==> src/hw/rtl/mec_pkg.sv <==
// Shared constants for the Mandelbrot escape counter.
package mec_pkg;

    // Parameter defaults.
    localparam int DEF_IMAGE_WIDTH  = 1024;
    localparam int DEF_IMAGE_HEIGHT = 1024;
    localparam int DEF_PALETTE_SIZE = 512;

    // Field and datapath widths.
    localparam int OFS_W      = 10;
    localparam int CNT_W      = 16;
    localparam int N_W        = CNT_W + 1;
    localparam int PIDX_W     = 9;
    localparam int MUL_W      = 32;
    localparam int PROD_W     = 2 * MUL_W;
    localparam int Z_W        = 34;
    localparam int FRAC_BITS  = 28;
    localparam int STEP_W     = 31;
    localparam int CFG_ADDR_W = 3;
    localparam int CFG_DATA_W = 32;
    localparam int IN_W       = 24;
    localparam int OUT_W      = 32;

    // Register indexes.
    localparam logic [CFG_ADDR_W-1:0] CFG_CENTER_RE  = 3'd0;
    localparam logic [CFG_ADDR_W-1:0] CFG_CENTER_IM  = 3'd1;
    localparam logic [CFG_ADDR_W-1:0] CFG_PIXEL_STEP = 3'd2;
    localparam logic [CFG_ADDR_W-1:0] CFG_COUNT_LIM  = 3'd3;

    // Register reset values.
    localparam logic [STEP_W-1:0] PIXEL_STEP_RST  = 31'd1048576;
    localparam logic [CNT_W-1:0]  COUNT_LIMIT_RST = 16'd16416;

    // Escape radius squared (4.0) in Q.56, and the |z| bound of 2.0 in Q.28.
    localparam logic signed [PROD_W-1:0] MAG_LIMIT = 64'sh0400_0000_0000_0000;
    localparam logic signed [Z_W-1:0]    Z_HI      = 34'sh0_2000_0000;
    localparam logic signed [Z_W-1:0]    Z_LO      = -34'sh0_2000_0000;

endpackage

==> src/hw/rtl/mec_mul.sv <==
// Shared signed multiplier with a registered product.
module mec_mul
(
    input  logic                                clk,
    input  logic signed [mec_pkg::MUL_W-1:0]    a,
    input  logic signed [mec_pkg::MUL_W-1:0]    b,
    output logic signed [mec_pkg::PROD_W-1:0]   p
);

    always_ff @(posedge clk)
    begin
        p <= a * b;
    end

endmodule

==> src/hw/rtl/mandelbrot_escape_count.sv <==
// Mandelbrot escape counter: maps a pixel offset to c and iterates z = z*z + c.
// The number of iterations is escape_count / 2; one shared 32x32 multiplier does three
// products per iteration, and the last iteration skips the update step.
// A new pixel is accepted only when the sequencer is idle; a held result word stalls
// the next one.
// Reset (rst_n low, asynchronous) returns the sequencer to idle, clears the output
// valid and sets the configuration registers to their reset values.
module mandelbrot_escape_count
#(
    parameter int IMAGE_WIDTH  = mec_pkg::DEF_IMAGE_WIDTH,
    parameter int IMAGE_HEIGHT = mec_pkg::DEF_IMAGE_HEIGHT,
    parameter int PALETTE_SIZE = mec_pkg::DEF_PALETTE_SIZE
)
(
    input  logic                                clk,
    input  logic                                rst_n,

    input  logic                                cfg_we,
    input  logic [mec_pkg::CFG_ADDR_W-1:0]      cfg_addr,
    input  logic [mec_pkg::CFG_DATA_W-1:0]      cfg_wdata,

    input  logic                                s_tvalid,
    output logic                                s_tready,
    // offset_x [9:0], offset_y [19:10], zero [23:20]
    input  logic [mec_pkg::IN_W-1:0]            s_tdata,

    output logic                                m_tvalid,
    input  logic                                m_tready,
    // escape_count [15:0], escaped [16], palette_index [25:17], zero [31:26]
    output logic [mec_pkg::OUT_W-1:0]           m_tdata
);

    localparam int PAL_W = $clog2(PALETTE_SIZE) + 1;

    localparam logic signed [15:0] X_LO = 16'(-(IMAGE_WIDTH / 2));
    localparam logic signed [15:0] X_HI = 16'(IMAGE_WIDTH / 2 - 1);
    localparam logic signed [15:0] Y_LO = 16'(-(IMAGE_HEIGHT / 2));
    localparam logic signed [15:0] Y_HI = 16'(IMAGE_HEIGHT / 2 - 1);

    localparam logic [3:0] S_IDLE = 4'd0;
    localparam logic [3:0] S_CX   = 4'd1;
    localparam logic [3:0] S_CY   = 4'd2;
    localparam logic [3:0] S_CI   = 4'd3;
    localparam logic [3:0] S_SQR  = 4'd4;
    localparam logic [3:0] S_SQI  = 4'd5;
    localparam logic [3:0] S_XY   = 4'd6;
    localparam logic [3:0] S_UPD  = 4'd7;
    localparam logic [3:0] S_DONE = 4'd8;

    function automatic logic signed [31:0] sat_c(input logic signed [41:0] s);
        logic signed [31:0] r;
        if (s > 42'sh0_7FFF_FFFF)
            r = 32'sh7FFF_FFFF;
        else if (s < -42'sh0_8000_0000)
            r = -32'sh8000_0000;
        else
            r = s[31:0];
        return r;
    endfunction

    function automatic logic [PAL_W-1:0] pal_step(input logic [PAL_W-1:0] v);
        logic [PAL_W-1:0] s;
        s = v + PAL_W'(2);
        if (s >= PAL_W'(PALETTE_SIZE))
            s = s - PAL_W'(PALETTE_SIZE);
        return s;
    endfunction

    function automatic logic signed [mec_pkg::OFS_W-1:0] clamp_ofs(
        input logic signed [mec_pkg::OFS_W-1:0] v,
        input logic signed [15:0]               lo,
        input logic signed [15:0]               hi
    );
        logic signed [15:0] w;
        w = 16'(v);
        if (w < lo)
            w = lo;
        else if (w > hi)
            w = hi;
        return w[mec_pkg::OFS_W-1:0];
    endfunction

    // Configuration registers.
    logic signed [31:0]                 center_re_reg;
    logic signed [31:0]                 center_im_reg;
    logic [mec_pkg::STEP_W-1:0]         step_reg;
    logic [mec_pkg::CNT_W-1:0]          limit_reg;

    // Control state.
    logic [3:0]                         state_reg, state_next;
    logic                               out_valid_reg, out_valid_next;

    // Datapath.
    logic signed [mec_pkg::OFS_W-1:0]   ox_reg, oy_reg;
    logic signed [31:0]                 cr_reg, ci_reg;
    logic signed [mec_pkg::Z_W-1:0]     zr_reg, zi_reg;
    logic signed [mec_pkg::PROD_W-1:0]  acc_reg, diff_reg;
    logic                               bound_reg;
    logic [mec_pkg::N_W-1:0]            n_reg;
    logic [PAL_W-1:0]                   pal_reg;
    logic [mec_pkg::CNT_W-1:0]          out_cnt_reg;
    logic                               out_esc_reg;
    logic [mec_pkg::PIDX_W-1:0]         out_pal_reg;

    logic signed [mec_pkg::MUL_W-1:0]   mul_a, mul_b;
    logic signed [mec_pkg::PROD_W-1:0]  prod;
    logic signed [mec_pkg::PROD_W-1:0]  mag;
    logic signed [mec_pkg::PROD_W-1:0]  re_sh, im_sh;
    logic signed [41:0]                 c_sum_re, c_sum_im;
    logic                               escape_now, stop_now, load_out, in_acc;
    logic [31:0]                        pal_ext;
    logic                               esc_final;

    mec_mul u_mul
    (
        .clk (clk),
        .a   (mul_a),
        .b   (mul_b),
        .p   (prod)
    );

    assign in_acc     = s_tvalid && s_tready;
    assign s_tready   = (state_reg == S_IDLE);
    assign mag        = acc_reg + prod;
    assign escape_now = bound_reg || (mag > mec_pkg::MAG_LIMIT);
    assign stop_now   = escape_now || (n_reg >= mec_pkg::N_W'(limit_reg));
    assign load_out   = (state_reg == S_DONE) && (!out_valid_reg || m_tready);
    assign re_sh      = diff_reg >>> mec_pkg::FRAC_BITS;
    assign im_sh      = prod >>> (mec_pkg::FRAC_BITS - 1);
    assign c_sum_re   = 42'(center_re_reg) + signed'(prod[41:0]);
    assign c_sum_im   = 42'(center_im_reg) + signed'(prod[41:0]);
    assign pal_ext    = 32'(pal_reg);
    assign esc_final  = (n_reg < mec_pkg::N_W'(limit_reg));

    // Multiplier operand selection by sequencer step.
    always_comb
    begin
        mul_a = zr_reg[mec_pkg::MUL_W-1:0];
        mul_b = zr_reg[mec_pkg::MUL_W-1:0];
        case (state_reg)
            S_CX:
            begin
                mul_a = mec_pkg::MUL_W'(ox_reg);
                mul_b = signed'({1'b0, step_reg});
            end
            S_CY:
            begin
                mul_a = mec_pkg::MUL_W'(oy_reg);
                mul_b = signed'({1'b0, step_reg});
            end
            S_SQI:
            begin
                mul_a = zi_reg[mec_pkg::MUL_W-1:0];
                mul_b = zi_reg[mec_pkg::MUL_W-1:0];
            end
            S_XY:
            begin
                mul_a = zr_reg[mec_pkg::MUL_W-1:0];
                mul_b = zi_reg[mec_pkg::MUL_W-1:0];
            end
            default:
            begin
                mul_a = zr_reg[mec_pkg::MUL_W-1:0];
                mul_b = zr_reg[mec_pkg::MUL_W-1:0];
            end
        endcase
    end

    always_comb
    begin
        state_next = state_reg;
        case (state_reg)
            S_IDLE:  if (in_acc) state_next = S_CX;
            S_CX:    state_next = S_CY;
            S_CY:    state_next = S_CI;
            S_CI:    state_next = S_SQR;
            S_SQR:   state_next = S_SQI;
            S_SQI:   state_next = S_XY;
            S_XY:    state_next = stop_now ? S_DONE : S_UPD;
            S_UPD:   state_next = S_SQR;
            S_DONE:  if (load_out) state_next = S_IDLE;
            default: state_next = S_IDLE;
        endcase
    end

    always_comb
    begin
        out_valid_next = out_valid_reg;
        if (load_out)
            out_valid_next = 1'b1;
        else if (m_tready)
            out_valid_next = 1'b0;
    end

    always_ff @(posedge clk or negedge rst_n)
    begin
        if (!rst_n)
        begin
            state_reg     <= S_IDLE;
            out_valid_reg <= 1'b0;
            center_re_reg <= '0;
            center_im_reg <= '0;
            step_reg      <= mec_pkg::PIXEL_STEP_RST;
            limit_reg     <= mec_pkg::COUNT_LIMIT_RST;
        end
        else
        begin
            state_reg     <= state_next;
            out_valid_reg <= out_valid_next;
            if (cfg_we)
            begin
                case (cfg_addr)
                    mec_pkg::CFG_CENTER_RE:  center_re_reg <= signed'(cfg_wdata);
                    mec_pkg::CFG_CENTER_IM:  center_im_reg <= signed'(cfg_wdata);
                    mec_pkg::CFG_PIXEL_STEP: step_reg <= cfg_wdata[mec_pkg::STEP_W-1:0];
                    mec_pkg::CFG_COUNT_LIM:  limit_reg <= cfg_wdata[mec_pkg::CNT_W-1:0];
                    default:                 ;
                endcase
            end
        end
    end

    always_ff @(posedge clk)
    begin
        case (state_reg)
            S_IDLE:
            begin
                ox_reg <= clamp_ofs(signed'(s_tdata[9:0]), X_LO, X_HI);
                oy_reg <= clamp_ofs(signed'(s_tdata[19:10]), Y_LO, Y_HI);
            end
            S_CY:
            begin
                cr_reg <= sat_c(c_sum_re);
            end
            S_CI:
            begin
                // The first iteration from z = 0 simply gives z = c.
                ci_reg  <= sat_c(c_sum_im);
                zr_reg  <= mec_pkg::Z_W'(cr_reg);
                zi_reg  <= mec_pkg::Z_W'(sat_c(c_sum_im));
                n_reg   <= mec_pkg::N_W'(2);
                pal_reg <= pal_step('0);
            end
            S_SQR:
            begin
                bound_reg <= (zr_reg > mec_pkg::Z_HI) || (zr_reg < mec_pkg::Z_LO) ||
                             (zi_reg > mec_pkg::Z_HI) || (zi_reg < mec_pkg::Z_LO);
            end
            S_SQI:
            begin
                acc_reg <= prod;
            end
            S_XY:
            begin
                diff_reg <= acc_reg - prod;
            end
            S_UPD:
            begin
                // Products are floored to Q.28 by the arithmetic shifts.
                zr_reg  <= signed'(re_sh[mec_pkg::Z_W-1:0]) + mec_pkg::Z_W'(cr_reg);
                zi_reg  <= signed'(im_sh[mec_pkg::Z_W-1:0]) + mec_pkg::Z_W'(ci_reg);
                n_reg   <= n_reg + mec_pkg::N_W'(2);
                pal_reg <= pal_step(pal_reg);
            end
            default:
            begin
            end
        endcase

        if (load_out)
        begin
            out_cnt_reg <= n_reg[mec_pkg::CNT_W] ? '1 : n_reg[mec_pkg::CNT_W-1:0];
            out_esc_reg <= esc_final;
            out_pal_reg <= esc_final ? pal_ext[mec_pkg::PIDX_W-1:0] : '0;
        end
    end

    assign m_tvalid = out_valid_reg;
    assign m_tdata  = {6'd0, out_pal_reg, out_esc_reg, out_cnt_reg};

endmodule

==> config.mk <==
export PLATFORM = sky130hd
export DESIGN_NAME = mandelbrot_escape_count
export DESIGN_NICKNAME = d
export VERILOG_FILES = /design/src/hw/rtl/mec_pkg.sv /design/src/hw/rtl/mec_mul.sv /design/src/hw/rtl/mandelbrot_escape_count.sv
export SDC_FILE = /design/constraint.sdc
export NUM_CORES = 2
export LEC_CHECK = 0
export BUFFER_PORTS_ARGS = -buffer_cell sky130_fd_sc_hd__buf_4
export CAP_MARGIN = 20
export CELL_PAD_IN_SITES_DETAIL_PLACEMENT = 0
export CELL_PAD_IN_SITES_GLOBAL_PLACEMENT = 1
export CORE_MARGIN = 2
export CORE_UTILIZATION = 55
export CTS_CLUSTER_SIZE = 8
export DETAILED_ROUTE_END_ITERATION = 12
export PLACE_DENSITY = 0.93
export SYNTH_ARGS = -nofsm -noshare
export SYNTH_HDL_FRONTEND = slang
export SYNTH_HIERARCHICAL = 1
export SYNTH_SLANG_ARGS = --single-unit
export TNS_END_PERCENT = 50
==> constraint.sdc <==
create_clock -name clk -period 15.65 [get_ports clk]
set_input_delay 2.3475 -clock clk [delete_from_list [all_inputs] [get_ports clk]]
set_output_delay 2.3475 -clock clk [all_outputs]
set_load 0.05 [all_outputs]
# Word level (Yosys, flattened, before mapping)
# Index checks and enable logic that the tools add are counted.
[word_totals]
register_bits = 512
in_bits = 64
out_inout_bits = 34
word_cells = 99
[classes]
add_sub_neg = 9
mul = 1
n_lt_le_gt_ge = 16
n_eq_ne = 13
n_mux = 18
reduce_logical = 21
[op_table]
columns = ["op", "n"]
rows = [
  ["$pmux W34 S2", 2],
  ["$mux W32", 3],
  ["$pmux W32 S3", 1],
  ["$add A32 B42 Y42", 2],
  ["$gt A42 B32 Y1 const B", 2],
  ["$lt A42 B32 Y1 const B", 2],
  ["$add A34 B32 Y34", 2],
  ["$gt A34 B31 Y1 const B", 2],
  ["$lt A34 B30 Y1 const B", 2],
  ["$add A64 B64 Y64", 1],
  ["$gt A64 B60 Y1 const B", 1],
  ["$mul A32 B32 Y64", 1],
  ["$pmux W32 S2", 1],
  ["$sub A62 B62 Y62", 1],
  ["$pmux W17 S2", 1],
  ["$pmux W4 S8", 1],
  ["$mux W10", 3],
  ["$gt A10 B10 Y1 const B", 2],
  ["$lt A10 B10 Y1 const B", 2],
  ["$pmux W10 S2", 1],
  ["$add A17 B2 Y17 const B", 1],
  ["$ge A17 B16 Y1", 1],
  ["$lt A17 B16 Y1", 1],
  ["$eq A4 B3 Y1 const B", 4],
  ["other kinds (20)", 38],
]

# Longest topological paths before layout
[logic_depth]
ltp_word = 6
mapped_depth = 37
mapped_depth_nobuf = 32

# Modules after synthesis
# The synthesis kept the hierarchy.
[by_module_without_submodules]
columns = ["mod", "instances", "cells_each", "area_each_um2", "seq_area_each_um2"]
rows = [
  ["mec_mul", 1, 3968, 37792.5, 1281.2],
  ["mandelbrot_escape_count", 1, 3370, 31793.0, 11915.2],
]

# Worst setup path before layout
# No wires, ideal clock.
[synth_path]
kind = "register to register"
start = "register state_reg[3]"
end = "register u_mul/p[56] (netlist name)"
setup_ns = 0.131
arrival_ns = 9.758
required_ns = 15.519
setup_slack_ns = 5.762
stages_incl_launch_ff = 34
path_buffers = 4
period_less_slack_ns = 9.888
path_cell_list = "dfrtp_1 clkbuf_8 nor2b_1 nand3_1 inv_1 clkbuf_1 nand2_1 nand3_1 clkbuf_1 nand2_1 fa_1 inv_1 fa_1 inv_1 fa_1 fa_1 inv_1 fa_1 fa_1 fa_1 inv_1 fa_1 inv_1 ha_1 clkbuf_1 a21o_1 a21o_1 a21oi_1 a21oi_1 o21ai_0 a21oi_2 o31ai_4 a31oi_2 xor2_1"
[synth_via]
word_cells_on_any_way = 9
classes_between = "mul: 1; eq/ne: 4; mux: 2; reduce/logical: 2"
[synth_lines]
columns = ["element", "line_no", "rtl"]
rows = [
  ["from (decl)", "mandelbrot_escape_count.sv:90", "logic [3:0] state_reg, state_next;"],
  ["from (signal assigned)", "mandelbrot_escape_count.sv:208", "state_reg <= state_next;"],
  ["$eq A4 B3 Y1 (tied with other cells)", "mandelbrot_escape_count.sv:140", "case (state_reg)"],
  ["$pmux W32 S3 (*)", "mandelbrot_escape_count.sv:140", ""],
  ["named net mul_a (one bit)", "mandelbrot_escape_count.sv:105", "logic signed [mec_pkg::MUL_W-1:0] mul_a, mul_b;"],
  ["$mul A32 B32 Y64 (*)", "mec_mul.sv:12", "p <= a * b;"],
  ["to (signal assigned)", "mec_mul.sv:12", ""],
  ["to (decl)", "mec_mul.sv:7", "output logic signed [mec_pkg::PROD_W-1:0] p"],
]
# The timed path passes the listed nets; every way through them passes the cells marked *.
# A chain may end at the register's enable or synchronous reset.

# Worst setup path after layout
[layout_path]
start = "register state_reg[1]"
end = "register u_mul/p[63] (netlist name)"
[layout_via]
elab_chain_cells = 4
word_cells_on_any_way = 9
classes_between = "mul: 1; eq/ne: 4; mux: 2; reduce/logical: 2"
[layout_lines]
columns = ["element", "line_no"]
rows = [
  ["$eq A4 B3 Y1 (tied with other cells)", "mandelbrot_escape_count.sv:140"],
  ["$reduce_or A2 Y1 (no source line)", "--"],
  ["$pmux W32 S2 (*)", "mandelbrot_escape_count.sv:140"],
  ["named net mul_b (one bit)", "mandelbrot_escape_count.sv:105"],
  ["$mul A32 B32 Y64 (*)", "mec_mul.sv:12"],
]
# Marked as above.

==> out/metrics.cfg <==
[logic_synthesis]
synthCells=7338
synth_edf_count=300
yosysTopAreaCell=fa_1
yosys_warnings=6
synth_top_cell_area_share_pct=31.27
ys.flop_type=edfxtp_1
synth_area_leaders=fa_1 31%, edfxtp_1 13%, ha_1 8.5%
syn_area_um2=69590
yosysSeqAreaShare_pct=18.96
synth-async-reset-ratio_pct=24.17
yosysUniqueCellTypes=125
ys_ff_latch=480
post_synth.cell_area_avg_um2=9.483

[clock_tree]
cts_resized=0
cts_inserted_buffers=70
htreeDepth=3
clk_pin_slew_ns=0.05
post-cts-setup-buffers=0
clkSinkCount=480
cts_tree=built
cts-root-buf=clkbuf_16
clock_latency_ns=0.62
clock_path_buffers=3
postCtsHoldBufs=0

[timing]
final.setup.tns_ns=0
period_share_pct=69.78
worst_pin_slew_ns=1.272
grt_setup_unrepaired=no
maxSlewViolCount=0
setup_viol=0
slew_headroom_pct=13.89
skew_ns=0.02518
hold_viol=0
fin_crit_ns=10.92
fmax_mhz=91.57
setup_ws_ns=4.729

[worst_hold_path]
worstHoldStart=u_mul/p[63]
holdPathStages=0
worst_hold_path.endpoint=acc_reg[63]
hold_path.class=reg2reg

[final_layout]
area_delta_synth_final_pct=6.157
final_nets=8872
stdcell_area_um2=73870
seqCellArea_um2=13200
multi_input_area_um2=50540
fillers=10630
layout-drive-gt1-share_pct=7.461
final_cells=8958

[setup_path]
rrSetupSlack_ns=4.73
critPathKind=reg2reg
critPathArrivalTime_ns=11.45
startpoint_type=register
reg2reg_to=u_mul/p[63]
r2r-start=state_reg[1]
crit_fanout=43
r2r_cells=31
required_ns=16.18
cp-end-kind=register
max_stage_delay_ns=0.90
slowest_stage=fa_1

[floorplanning]
core_um2=125600
dieArea_um2=129400
pin_count=98
start_util_pct=55.42
row_count=130
die_w_um=359.7
fp.dieH_um=359.7

[routing]
postRouteAntennaNets=0
vias_per_cell=6.039
routedWlPerCell_um=22.92
drtIter0Drc=5032
via_count=54100
drc=0
wl_mm=205.3
dr.pass1.iters=8

[run_status]
status=finished, final reports clean

[grt]
grt_pass1_wl_mm=320.1
grt_pass1_vias=56210
grt_max_degree=75
grtUsageTotal_pct=31.87
grt.overflow.total=0
antenna_found_initial=10

[placement]
placed_cell_area_um2=71650
dp_hpwl_mm=162.7
io_buffers=86
place_ws_ns=4.838
gp_routability_congestion=0.9963
place_inst=8818

[run]
maxCapViolations=0

metal layers:
metal  vias to the layer above  GRT usage [%]  part of all wire (%)
met5                         -         0.2220                 0.042
met4                         8          15.06                   5.5
met3                       479          5.297                   8.6
met2                      2536          50.56                    46
met1                     27370          42.86                    40
li1                      23700              -                     -
worst max-delay path, delay by kind of cell, from the launching register on:
family	cells	cell delay (ns)
XOR/XNOR	1	0.14
buffers and inverters	11	2.48
flip-flops	1	0.64
AND/OR/NAND/NOR	5	1.30
adder cells (fa/ha/maj)	9	4.79
AO/OA/AOI/OAI	5	1.38
worst max-delay path by stage:
stage                 start  cells past startpoint           to
5_1_grt        state_reg[1]                     32  u_mul/p[63]
4_1_cts        state_reg[1]                     28  u_mul/p[63]
3_3_place_gp   state_reg[1]                     30  u_mul/p[63]
6_report       state_reg[1]                     31  u_mul/p[63]
2_1_floorplan  state_reg[3]                     33  u_mul/p[56]
3_5_place_dp   state_reg[1]                     30  u_mul/p[63]
area by class of cell:
cell class | count | share of cell area (%)
flip-flops and latches | 480 | 17.86
clock inverters | 7 | 0.1287
clock buffers | 122 | 2.691
well taps | 1650 | 2.795
multi-input cells | 5329 | 68.41
inverters | 1158 | 5.886
diodes | 3 | 0.01016
repair buffers | 209 | 2.212
cell families (layout without fill, tap and decap cells):
kind of cell / Yosys count / after routing / synth area share, %
AND/OR/NAND/NOR: 2187 / 2187 / 15.66
adder cells (fa/ha/maj): 1560 / 1560 / 39.78
buffers and inverters: 1535 / 1496 / 8.656
AO/OA/AOI/OAI: 1184 / 1184 / 11.57
flip-flops: 480 / 480 / 18.96
XOR/XNOR: 269 / 269 / 3.413
multiplexers: 122 / 122 / 1.953
other: 1 / 10 / 0.005389
per-stage QoR:
| stage | hold slack (ns) | utilization, % |
|---|---|---|
| 2_1_floorplan | 0.4123 | - |
| 3_3_place_gp | 0.4535 | 57.06 |
| 4_1_cts | 0.4611 | 58.72 |
| 6_report | 0.4595 | 58.83 |
| 3_5_place_dp | 0.4507 | 57.06 |
| 5_1_grt | 0.4637 | 58.82 |
cells in the final DEF, fill, tap and decap left out, types with 113 or more instances in the layout:
master and instances:
nor2_1 257, and2_1 542, nand3_1 142, edfxtp_1 300, o21ai_0 216, buf_4 201, ha_1 473, nand2_1 796
a21o_1 127, xnor2_1 162, fa_1 1087, a21oi_1 316, dfrtp_1 113, inv_1 1147
cells in the mapped netlist (29+ instances only):
cell type,count
nand4_1,60
o21bai_1,45
xnor2_1,162
xor2_1,106
nor4_1,69
a21oi_1,324
nor2b_1,55
nor3_1,67
edfxtp_1,300
o21a_1,38
dfxtp_1,64
and3_1,29
fa_1,1087
inv_1,1148
mux2_2,110
and2_1,542
nand2b_1,54
a21o_1,127
ha_1,473
clkbuf_1,316
o31ai_1,41
nor2_1,259
nand2_1,796
a222oi_1,34
dfrtp_1,113
a31oi_1,31
o21ai_0,217
o211ai_1,43
or2_2,31
nand3_1,146
a211oi_1,36
Power is not shown: default switching activity piles up to over one toggle a cycle in this logic, so the estimate is an artifact.
